==> src/sv/sff_pkg.sv <==
// shared types, codes and constants for the sysex firmware framer
// no dependencies; used by sff_ctrl, sff_dpath and sysex_firmware_framer
`default_nettype none

package sff_pkg;

    // data bytes per sysex message (default), chunk counter width
    localparam int CHUNK_BYTES_DEF = 32;
    localparam int CHUNK_W         = 5;

    // request command codes
    localparam logic [1:0] CMD_START  = 2'd0;
    localparam logic [1:0] CMD_DATA   = 2'd1;
    localparam logic [1:0] CMD_FINISH = 2'd2;

    // configuration register indexes
    localparam logic [1:0] REG_TARGET_UID = 2'd0;
    localparam logic [1:0] REG_START_WORD = 2'd1;
    localparam logic [1:0] REG_END_WORD   = 2'd2;

    // output byte sources
    localparam logic [1:0] SRC_HDR  = 2'd0;
    localparam logic [1:0] SRC_WORD = 2'd1;
    localparam logic [1:0] SRC_DATA = 2'd2;
    localparam logic [1:0] SRC_EOM  = 2'd3;

    // word selects for command / length messages
    localparam logic [2:0] WSEL_START_LO = 3'd0;
    localparam logic [2:0] WSEL_START_HI = 3'd1;
    localparam logic [2:0] WSEL_LEN      = 3'd2;
    localparam logic [2:0] WSEL_END_LO   = 3'd3;
    localparam logic [2:0] WSEL_END_HI   = 3'd4;

    // sysex framing and payload constants
    localparam logic [7:0] SYSEX_SOM = 8'hF0;
    localparam logic [7:0] SYSEX_EOM = 8'hF7;
    localparam logic [7:0] MFR_ID0   = 8'h00;
    localparam logic [7:0] MFR_ID1   = 8'h53;
    localparam logic [7:0] MFR_ID2   = 8'h43;
    localparam logic [7:0] LOW7_MASK = 8'h7F;
    localparam logic [7:0] PAD_BYTE  = 8'hFF;

    // controller to datapath
    typedef struct packed {
        logic       emit;   // push a byte into the output register
        logic [1:0] src;
        logic [2:0] wsel;
        logic [2:0] idx;    // byte of the selected word, or header position
        logic       half;   // 0: bit 7, 1: low 7 bits
        logic       last;
        logic       pad;    // data byte is the pad value
        logic       load;   // capture request payload
        logic       clear;  // clear framing state
        logic       step;   // one data byte sent
        logic       close;  // data message closed
    } ctl_cmd_t;

    // datapath to controller
    typedef struct packed {
        logic out_free;
        logic msg_open;
        logic quad_zero;
        logic chunk_full;
    } dp_stat_t;

    function automatic logic [7:0] header_byte(input logic [1:0] pos);
        logic [7:0] b;
        unique case (pos)
            2'd0:    b = SYSEX_SOM;
            2'd1:    b = MFR_ID0;
            2'd2:    b = MFR_ID1;
            default: b = MFR_ID2;
        endcase
        return b;
    endfunction

endpackage

`default_nettype wire

==> src/sv/sff_ctrl.sv <==
// framing sequencer: walks header, payload, data, end-of-message and finish steps
// depends on sff_pkg
`default_nettype none

module sff_ctrl (
    input  wire logic            clk,
    input  wire logic            rst_n,
    input  wire logic            item_valid,
    output logic                 item_stall,
    input  wire logic [1:0]      command,
    input  wire sff_pkg::dp_stat_t stat,
    output sff_pkg::ctl_cmd_t    cmd
);
    import sff_pkg::*;

    localparam logic [2:0] ST_IDLE = 3'd0;
    localparam logic [2:0] ST_HDR  = 3'd1;
    localparam logic [2:0] ST_BODY = 3'd2;
    localparam logic [2:0] ST_DATA = 3'd3;
    localparam logic [2:0] ST_EOM  = 3'd4;
    localparam logic [2:0] ST_FIN  = 3'd5;

    logic [2:0] state_reg, state_next;
    logic [1:0] job_reg, job_next;
    logic [2:0] cnt_reg, cnt_next;
    logic       half_reg, half_next;
    logic [1:0] msg_reg, msg_next;
    logic       tail_reg, tail_next;

    logic       word_mode;
    logic [2:0] body_last;
    logic [2:0] wsel;

    assign item_stall = (state_reg != ST_IDLE);

    // start and end-command messages carry words, the rest carry data bytes
    assign word_mode = (job_reg == CMD_START) || tail_reg;

    always_comb
    begin
        if (job_reg == CMD_START)
        begin
            if (msg_reg == 2'd0)
                wsel = WSEL_START_LO;
            else if (msg_reg == 2'd1)
                wsel = WSEL_START_HI;
            else
                wsel = WSEL_LEN;
        end
        else
        begin
            wsel = msg_reg[0] ? WSEL_END_HI : WSEL_END_LO;
        end
    end

    always_comb
    begin
        if (job_reg == CMD_START)
            body_last = (msg_reg == 2'd2) ? 3'd7 : 3'd3;
        else
            body_last = 3'd1;
    end

    always_comb
    begin
        state_next = state_reg;
        job_next   = job_reg;
        cnt_next   = cnt_reg;
        half_next  = half_reg;
        msg_next   = msg_reg;
        tail_next  = tail_reg;

        cmd       = '0;
        cmd.idx   = cnt_reg;
        cmd.half  = half_reg;
        cmd.wsel  = wsel;
        cmd.pad   = (job_reg != CMD_DATA);

        unique case (state_reg)
            ST_IDLE:
            begin
                if (item_valid)
                begin
                    cmd.load  = 1'b1;
                    job_next  = command;
                    cnt_next  = 3'd0;
                    half_next = 1'b0;
                    msg_next  = 2'd0;
                    tail_next = 1'b0;
                    unique case (command)
                        CMD_START:
                        begin
                            cmd.clear  = 1'b1;
                            state_next = ST_HDR;
                        end
                        CMD_DATA:
                            state_next = stat.msg_open ? ST_DATA : ST_HDR;
                        CMD_FINISH:
                            state_next = ST_FIN;
                        default:
                            state_next = ST_IDLE;
                    endcase
                end
            end

            ST_HDR:
            begin
                cmd.src  = SRC_HDR;
                cmd.emit = stat.out_free;
                if (stat.out_free)
                begin
                    if (cnt_reg == 3'd3)
                    begin
                        cnt_next   = 3'd0;
                        half_next  = 1'b0;
                        state_next = word_mode ? ST_BODY : ST_DATA;
                    end
                    else
                    begin
                        cnt_next = cnt_reg + 3'd1;
                    end
                end
            end

            ST_BODY:
            begin
                cmd.src  = SRC_WORD;
                cmd.emit = stat.out_free;
                if (stat.out_free)
                begin
                    if (half_reg)
                    begin
                        half_next = 1'b0;
                        if (cnt_reg == body_last)
                        begin
                            cnt_next   = 3'd0;
                            state_next = ST_EOM;
                        end
                        else
                        begin
                            cnt_next = cnt_reg + 3'd1;
                        end
                    end
                    else
                    begin
                        half_next = 1'b1;
                    end
                end
            end

            ST_DATA:
            begin
                cmd.src  = SRC_DATA;
                cmd.emit = stat.out_free;
                if (stat.out_free)
                begin
                    if (!half_reg)
                    begin
                        half_next = 1'b1;
                    end
                    else
                    begin
                        half_next = 1'b0;
                        cmd.step  = 1'b1;
                        if (stat.chunk_full)
                        begin
                            state_next = ST_EOM;
                        end
                        else if (job_reg == CMD_DATA)
                        begin
                            cmd.last   = 1'b1;
                            state_next = ST_IDLE;
                        end
                        else
                        begin
                            state_next = ST_FIN;
                        end
                    end
                end
            end

            ST_EOM:
            begin
                cmd.src  = SRC_EOM;
                cmd.emit = stat.out_free;
                if (stat.out_free)
                begin
                    priority if (job_reg == CMD_START)
                    begin
                        if (msg_reg == 2'd2)
                        begin
                            cmd.last   = 1'b1;
                            state_next = ST_IDLE;
                        end
                        else
                        begin
                            msg_next   = msg_reg + 2'd1;
                            state_next = ST_HDR;
                        end
                    end
                    else if (job_reg == CMD_DATA)
                    begin
                        cmd.close  = 1'b1;
                        cmd.last   = 1'b1;
                        state_next = ST_IDLE;
                    end
                    else if (!tail_reg)
                    begin
                        cmd.close  = 1'b1;
                        state_next = ST_FIN;
                    end
                    else if (msg_reg == 2'd1)
                    begin
                        cmd.clear  = 1'b1;
                        cmd.last   = 1'b1;
                        state_next = ST_IDLE;
                    end
                    else
                    begin
                        msg_next   = msg_reg + 2'd1;
                        state_next = ST_HDR;
                    end
                end
            end

            ST_FIN:
            begin
                // pad to a 4-byte boundary, close any open message, then end words
                cnt_next  = 3'd0;
                half_next = 1'b0;
                priority if (!stat.quad_zero)
                begin
                    state_next = stat.msg_open ? ST_DATA : ST_HDR;
                end
                else if (stat.msg_open)
                begin
                    state_next = ST_EOM;
                end
                else
                begin
                    tail_next  = 1'b1;
                    msg_next   = 2'd0;
                    state_next = ST_HDR;
                end
            end

            default:
                state_next = ST_IDLE;
        endcase
    end

    always_ff @(posedge clk or negedge rst_n)
    begin
        if (!rst_n)
        begin
            state_reg <= ST_IDLE;
            job_reg   <= CMD_START;
            cnt_reg   <= 3'd0;
            half_reg  <= 1'b0;
            msg_reg   <= 2'd0;
            tail_reg  <= 1'b0;
        end
        else
        begin
            state_reg <= state_next;
            job_reg   <= job_next;
            cnt_reg   <= cnt_next;
            half_reg  <= half_next;
            msg_reg   <= msg_next;
            tail_reg  <= tail_next;
        end
    end

    // the final byte of a request always returns the sequencer to idle
    a_last_to_idle: assert property (@(posedge clk) disable iff (!rst_n)
        cmd.emit && cmd.last |=> state_reg == ST_IDLE)
        else $error("sequencer not idle after last byte");

    // the pad/close decision step only serves a finish request
    a_fin_job: assert property (@(posedge clk) disable iff (!rst_n)
        state_reg == ST_FIN |-> job_reg == CMD_FINISH)
        else $error("finish step outside a finish request");

endmodule

`default_nettype wire

==> src/sv/sff_dpath.sv <==
// datapath: config registers, request capture, framing counters, byte mux,
// output register; depends on sff_pkg
`default_nettype none

module sff_dpath #(
    parameter int CHUNK_BYTES = sff_pkg::CHUNK_BYTES_DEF
) (
    input  wire logic            clk,
    input  wire logic            rst_n,
    input  wire logic            cfg_valid,
    output logic                 cfg_ready,
    input  wire logic [1:0]      cfg_index,
    input  wire logic [63:0]     cfg_data,
    input  wire logic [7:0]      data_byte,
    input  wire logic [31:0]     image_length,
    input  wire sff_pkg::ctl_cmd_t cmd,
    output sff_pkg::dp_stat_t    stat,
    output logic                 result_valid,
    input  wire logic            result_stall,
    output logic [7:0]           out_byte,
    output logic                 run_last
);
    import sff_pkg::*;

    logic [31:0]        target_uid_reg;
    logic [63:0]        start_word_reg;
    logic [31:0]        end_word_reg;

    logic [7:0]         data_reg;
    logic [31:0]        padded_reg;

    logic [CHUNK_W-1:0] chunk_count_reg;
    logic               message_open_reg;
    logic [1:0]         quad_phase_reg;

    logic               result_valid_reg;
    logic [7:0]         out_byte_reg;
    logic               run_last_reg;

    logic               out_free;
    logic               chunk_full;
    logic [63:0]        word;
    logic [7:0]         word_byte;
    logic [7:0]         pay_byte;
    logic [7:0]         split_byte;
    logic [7:0]         byte_next;

    assign cfg_ready = 1'b1;

    always_ff @(posedge clk or negedge rst_n)
    begin
        if (!rst_n)
        begin
            target_uid_reg <= '0;
            start_word_reg <= '0;
            end_word_reg   <= '0;
        end
        else if (cfg_valid && cfg_ready)
        begin
            if (cfg_index == REG_TARGET_UID)
                target_uid_reg <= cfg_data[31:0];
            if (cfg_index == REG_START_WORD)
                start_word_reg <= cfg_data;
            if (cfg_index == REG_END_WORD)
                end_word_reg <= cfg_data[31:0];
        end
    end

    // request payload, length rounded up to a multiple of 4
    always_ff @(posedge clk)
    begin
        if (cmd.load)
        begin
            data_reg   <= data_byte;
            padded_reg <= (image_length + 32'd3) & ~32'd3;
        end
    end

    assign chunk_full = (chunk_count_reg == CHUNK_W'(CHUNK_BYTES - 1));

    always_ff @(posedge clk or negedge rst_n)
    begin
        if (!rst_n)
        begin
            chunk_count_reg  <= '0;
            message_open_reg <= 1'b0;
            quad_phase_reg   <= 2'd0;
        end
        else if (cmd.clear)
        begin
            chunk_count_reg  <= '0;
            message_open_reg <= 1'b0;
            quad_phase_reg   <= 2'd0;
        end
        else if (cmd.step)
        begin
            chunk_count_reg  <= chunk_full ? '0 : chunk_count_reg + CHUNK_W'(1);
            message_open_reg <= !chunk_full;
            quad_phase_reg   <= quad_phase_reg + 2'd1;
        end
        else if (cmd.close)
        begin
            chunk_count_reg  <= '0;
            message_open_reg <= 1'b0;
        end
    end

    always_comb
    begin
        unique case (cmd.wsel)
            WSEL_START_LO: word = {32'd0, start_word_reg[31:0]};
            WSEL_START_HI: word = {32'd0, start_word_reg[63:32]};
            WSEL_LEN:      word = {target_uid_reg, padded_reg};
            WSEL_END_LO:   word = {48'd0, end_word_reg[15:0]};
            WSEL_END_HI:   word = {48'd0, end_word_reg[31:16]};
            default:       word = '0;
        endcase
    end

    assign word_byte  = word[{cmd.idx, 3'b000} +: 8];
    assign pay_byte   = (cmd.src == SRC_DATA) ? (cmd.pad ? PAD_BYTE : data_reg) : word_byte;
    assign split_byte = cmd.half ? (pay_byte & LOW7_MASK) : {7'd0, pay_byte[7]};

    always_comb
    begin
        unique case (cmd.src)
            SRC_HDR:  byte_next = header_byte(cmd.idx[1:0]);
            SRC_WORD: byte_next = split_byte;
            SRC_DATA: byte_next = split_byte;
            default:  byte_next = SYSEX_EOM;
        endcase
    end

    assign out_free = !result_valid_reg || !result_stall;

    always_ff @(posedge clk or negedge rst_n)
    begin
        if (!rst_n)
            result_valid_reg <= 1'b0;
        else if (out_free)
            result_valid_reg <= cmd.emit;
    end

    always_ff @(posedge clk)
    begin
        if (out_free && cmd.emit)
        begin
            out_byte_reg <= byte_next;
            run_last_reg <= cmd.last;
        end
    end

    assign result_valid = result_valid_reg;
    assign out_byte     = out_byte_reg;
    assign run_last     = run_last_reg;

    assign stat.out_free   = out_free;
    assign stat.msg_open   = message_open_reg;
    assign stat.quad_zero  = (quad_phase_reg == 2'd0);
    assign stat.chunk_full = chunk_full;

    // a closed message never leaves a partial chunk count behind
    a_closed_empty: assert property (@(posedge clk) disable iff (!rst_n)
        !message_open_reg |-> chunk_count_reg == '0)
        else $error("chunk count set with no open message");

    // the chunk counter wraps before reaching the message size
    a_chunk_range: assert property (@(posedge clk) disable iff (!rst_n)
        chunk_count_reg <= CHUNK_W'(CHUNK_BYTES - 1))
        else $error("chunk count beyond message size");

    // no byte is pushed while the output register holds a stalled byte
    a_no_overwrite: assert property (@(posedge clk) disable iff (!rst_n)
        result_valid_reg && result_stall |-> !(cmd.emit && out_free))
        else $error("output byte overwritten while stalled");

endmodule

`default_nettype wire

==> src/sv/sysex_firmware_framer.sv <==
// top level of the sysex firmware framer: sequencer plus datapath
// depends on sff_pkg, sff_ctrl, sff_dpath
//
//  channel   signals                                   handshake
//  --------  ----------------------------------------  ------------------------
//  request   command, data_byte, image_length          item_valid / item_stall
//  result    out_byte, run_last                        result_valid / result_stall
//  config    cfg_index, cfg_data                       cfg_valid / cfg_ready
//
//  one request at a time: item_stall stays high until its last byte is pushed
//  a data byte goes out as bit 7 then low 7 bits, after a header if it opens a
//  message, and ends it with end-of-message if it fills one; start sends three
//  word messages; finish pads, closes and sends end words; others emit nothing
//  result_stall holds the sequencer while the single output register is full
//  rst_n clears config registers, framing state and the output register
`default_nettype none

module sysex_firmware_framer #(
    parameter int CHUNK_BYTES = sff_pkg::CHUNK_BYTES_DEF
) (
    input  wire logic        clk,
    input  wire logic        rst_n,
    // request channel
    input  wire logic        item_valid,
    output logic             item_stall,
    input  wire logic [1:0]  command,
    input  wire logic [7:0]  data_byte,
    input  wire logic [31:0] image_length,
    // result channel
    output logic             result_valid,
    input  wire logic        result_stall,
    output logic [7:0]       out_byte,
    output logic             run_last,
    // configuration write channel
    input  wire logic        cfg_valid,
    output logic             cfg_ready,
    input  wire logic [1:0]  cfg_index,
    input  wire logic [63:0] cfg_data
);
    import sff_pkg::*;

    // command and status between sequencer and datapath
    ctl_cmd_t ctl_cmd;
    dp_stat_t dp_stat;

    // sequencer: accepts a request when idle and steps through its bytes
    sff_ctrl u_ctrl (
        .clk        (clk),
        .rst_n      (rst_n),
        .item_valid (item_valid),
        .item_stall (item_stall),
        .command    (command),
        .stat       (dp_stat),
        .cmd        (ctl_cmd)
    );

    // datapath: registers, counters, byte selection and output register
    sff_dpath #(
        .CHUNK_BYTES (CHUNK_BYTES)
    ) u_dpath (
        .clk          (clk),
        .rst_n        (rst_n),
        .cfg_valid    (cfg_valid),
        .cfg_ready    (cfg_ready),
        .cfg_index    (cfg_index),
        .cfg_data     (cfg_data),
        .data_byte    (data_byte),
        .image_length (image_length),
        .cmd          (ctl_cmd),
        .stat         (dp_stat),
        .result_valid (result_valid),
        .result_stall (result_stall),
        .out_byte     (out_byte),
        .run_last     (run_last)
    );

endmodule

`default_nettype wire
==> config.mk <==
export PLATFORM = sky130hd
export DESIGN_NAME = sysex_firmware_framer
export DESIGN_NICKNAME = d
export VERILOG_FILES = /design/src/sv/sff_pkg.sv /design/src/sv/sff_ctrl.sv /design/src/sv/sff_dpath.sv /design/src/sv/sysex_firmware_framer.sv
export SDC_FILE = /design/constraint.sdc
export NUM_CORES = 1
export LEC_CHECK = 0
export ABC_AREA = 0
export ABC_CLOCK_PERIOD_IN_PS = 3100
export BUFFER_PORTS_ARGS = -buffer_cell sky130_fd_sc_hd__buf_2
export CORE_AREA = 2 2 152 154
export CTS_BUF_LIST = sky130_fd_sc_hd__clkbuf_8 sky130_fd_sc_hd__clkbuf_16
export DETAILED_ROUTE_END_ITERATION = 8
export DIE_AREA = 0 0 154 156
export PLACE_DENSITY = 0.72
export SLEW_MARGIN = 40
export SYNTH_ARGS = -nofsm -noshare
export SYNTH_HDL_FRONTEND = slang
export SYNTH_SLANG_ARGS = --single-unit
==> constraint.sdc <==
create_clock -name clk -period 3.1 [get_ports clk]
set_input_delay 0.93 -clock clk [delete_from_list [all_inputs] [get_ports clk]]
set_output_delay 0.93 -clock clk [all_outputs]
set_load 0.05 [all_outputs]
==> run metrics <==
Die Height=156 um; Power Dens Cells=818 nW/um^2; Buf/Inv on CP=2; detailed-route wire length per cell=21.4 um; Fmax=372 MHz; count of hold buffers inserted by post-cts repair=0; Worst VDD drop=0.460 mV; relative slew slack=0.589; Syn Nets=944; routed wire length=26.4 mm; Root Buffer Master=clkbuf_16; Yosys Warn Count=0; setup repair bufs after CTS=0; syn_area_per_cell=12.2 um^2; Primary FF master, synth=dfrtp_1; # H-tree levels=4; CP Data Required Time=3.28 ns; clock insertion delay at the later pin of the skew report=0.44 ns; status=completed; CP Class=register to register; final worst setup slack=0.409 ns; setup TNS=0 ns; clock sinks=196; CTS max path bufs=2; CP max stage cell=dfrtp_1; RD Place Congestion=0.930; Max stage delay on crit path=0.48 ns; Via Count=7259; final-report setup violation count=0; final net count=1067; RSZ-0062 raised after global routing=false; DRT Pass-1 Iters=7; Largest delay share family, worst path=compound AO/OA/AOI/OAI gates; Post-Synthesis Cell Area=9970 um^2; Mapped Cells=815; die width=154 um; post-layout util=0.519; n_diodes=0; cts repair resizes=0; synth unique cells=73; LEAKAGE=0.00482 uW; Yosys reg bits=196; grt total ovfl=0; die footprint=24000 um^2; Hold/Removal Path Class=primary input to asynchronous set/reset pin; Levels on crit path=10; core area=22400 um^2; clk_skew=0.0130 ns; cells along the critical path=inv_1 -> nor3_1 -> nor2_1 -> inv_1 -> ha_1 -> nand3b_1 -> o21ai_0 -> nor3_1 -> a311oi_1 -> o21ai_0; reg2reg setup slack=0.41 ns; Initial Utilization=0.446; total CTS buffers=17; r2r startpoint=u_ctrl.state_reg[2]; critical path data arrival time=2.87 ns; # IOs=125; max reg flops=64; Clock transition at path regs=0.07 ns; Worst R2R End=u_dpath.out_byte[5]; Residual DRC=0; Area Growth Syn to Fin=16.4%; DRT antenna net count=0; Worst R2R Path Depth=10; Slew Viols, Final=0; Crit Path Max Fanout=8; Crit. End Element=register; fillcell total=1930; row count=55; register area share after synthesis=0.515; max_cap viols=0; GRT Total Usage=0.226; Vias/cell=5.87; HPWL after DPL=19.3 mm; number of global-route vias before repair=7135; endpoints failing hold=0; Startpoint Class=register; layout cells sized above 1=0.384; initial antenna violation count=0; worst slew pin tran=0.612 ns; CTS tree=done; Post-synth EDFFs=47; Tmin final=2.69 ns; IO buf count=123; number of DRC markers in iteration 0=544; asr flop ratio synth=0.760; pre-CTS setup slack=0.394 ns; first-pass GRT wire length=41.3 mm; largest net degree at the start of global routing=71; Final period util=0.868
[report_power, final]
| group | switching (uW) | internal [uW] | leakage [uW] |
|---|---|---|---|
| combinational | 2100 | 1430 | 0.00231 |
| clock | 1040 | 1150 | 0.000282 |
| sequential | 487 | 3290 | 0.00223 |
[layout make-up]
class                      count  area (um^2)  share of cell area
sequential                   196         5140               0.443
timing repair buffer         153          897              0.0773
inverter                      26         97.6             0.00841
clock inverter                14          149              0.0128
clock buffer                  18          439              0.0378
tap                          285          357              0.0307
multi-input combinational    544         4530               0.390
[kinds of logic (layout without fill, tap and decap cells)]
logic type	Yosys count	count (layout)	synth area share
AND/OR/NAND/NOR	164	164	0.0919
XOR/XNOR	33	33	0.0290
flip-flops	196	196	0.515
buffers and inverters	75	211	0.0325
multiplexers	168	168	0.198
adder cells (fa/ha/maj)	16	16	0.0201
AO/OA/AOI/OAI	162	162	0.113
other	1	1	0.000376
[placed cells by master (no fill, tap or decap), types with 12 or more instances in the layout]
cell,netlist,final
mux2_2,153,153
xor2_1,16,16
o21ai_0,32,32
nor2_1,28,28
nand2_1,41,41
xnor2_1,17,17
buf_4,3,26
dfrtp_1,149,149
nor3_1,13,12
ha_1,16,16
a21oi_1,32,32
inv_1,26,27
edfxtp_1,47,47
buf_2,13,122
nand3_1,21,21
a31oi_1,12,12
clkbuf_16,0,17
a211oi_1,12,12
[Yosys cell counts (all sizes together) (5+ instances only)]
cell | n | area share
a211oi | 13 | 0.010
a21oi | 32 | 0.016
a221oi | 9 | 0.0079
a222oi | 6 | 0.0060
a22oi | 7 | 0.0053
a31oi | 12 | 0.0075
and2 | 8 | 0.0051
and3 | 6 | 0.0038
buf | 20 | 0.012
clkbuf | 29 | 0.011
dfrtp | 149 | 0.37
edfxtp | 47 | 0.14
ha | 16 | 0.020
inv | 26 | 0.0098
mux2 | 153 | 0.17
mux2i | 7 | 0.0070
mux4 | 8 | 0.018
nand2 | 41 | 0.015
nand3 | 21 | 0.011
nand3b | 6 | 0.0045
nand4 | 7 | 0.0059
nor2 | 28 | 0.011
nor3 | 13 | 0.0065
nor4 | 6 | 0.0065
o211ai | 5 | 0.0038
o21ai | 33 | 0.017
or3 | 6 | 0.0043
xnor2 | 17 | 0.015
xor2 | 16 | 0.014
[routing by layer]
layer  vias up  GRT usage  wire [um]  part of all wire
li1       3307          -          -                 -
met1      3611      0.299      10900              0.41
met2       307      0.367      12600              0.48
met3        34     0.0614       2260             0.086
met4         0     0.0645        552             0.021
met5         -          0          0                 0
[worst max-delay path by stage]
stage | start | to | slack (ns)
6_report | u_ctrl.state_reg[2] | u_dpath.out_byte[5] | 0.41
5_1_grt | u_ctrl.state_reg[2] | u_dpath.out_byte[0] | 0.29
4_1_cts | u_ctrl.state_reg[2] | u_dpath.out_byte[4] | 0.49
3_5_place_dp | image_length[3] | u_dpath.padded_reg[28] | 0.39
3_3_place_gp | image_length[3] | u_dpath.padded_reg[28] | 0.44
2_1_floorplan | u_ctrl.state_reg[0] | u_dpath.out_byte[5] | 0.32
[worst register-to-register path, stage by stage, from the launching register on]
cell and delay (ns):
dfrtp_1 0.48, inv_1 0.11, nor3_1 0.29, nor2_1 0.12, inv_1 0.09, ha_1 0.18, nand3b_1 0.21, o21ai_0 0.46
nor3_1 0.11, a311oi_1 0.26, o21ai_0 0.12
[per-stage QoR]
stage,hold slack (ns),instances,total power (uW),cell area (um^2)
3_5_place_dp,0.475,1204,7270,11000
3_3_place_gp,0.457,1204,7230,11000
2_1_floorplan,0.438,815,6030,9970
4_1_cts,0.472,1236,9470,11600
5_1_grt,0.485,1236,9990,11600
6_report,0.458,1236,9500,11600
Note: power is estimated with default switching activity, not from simulation.
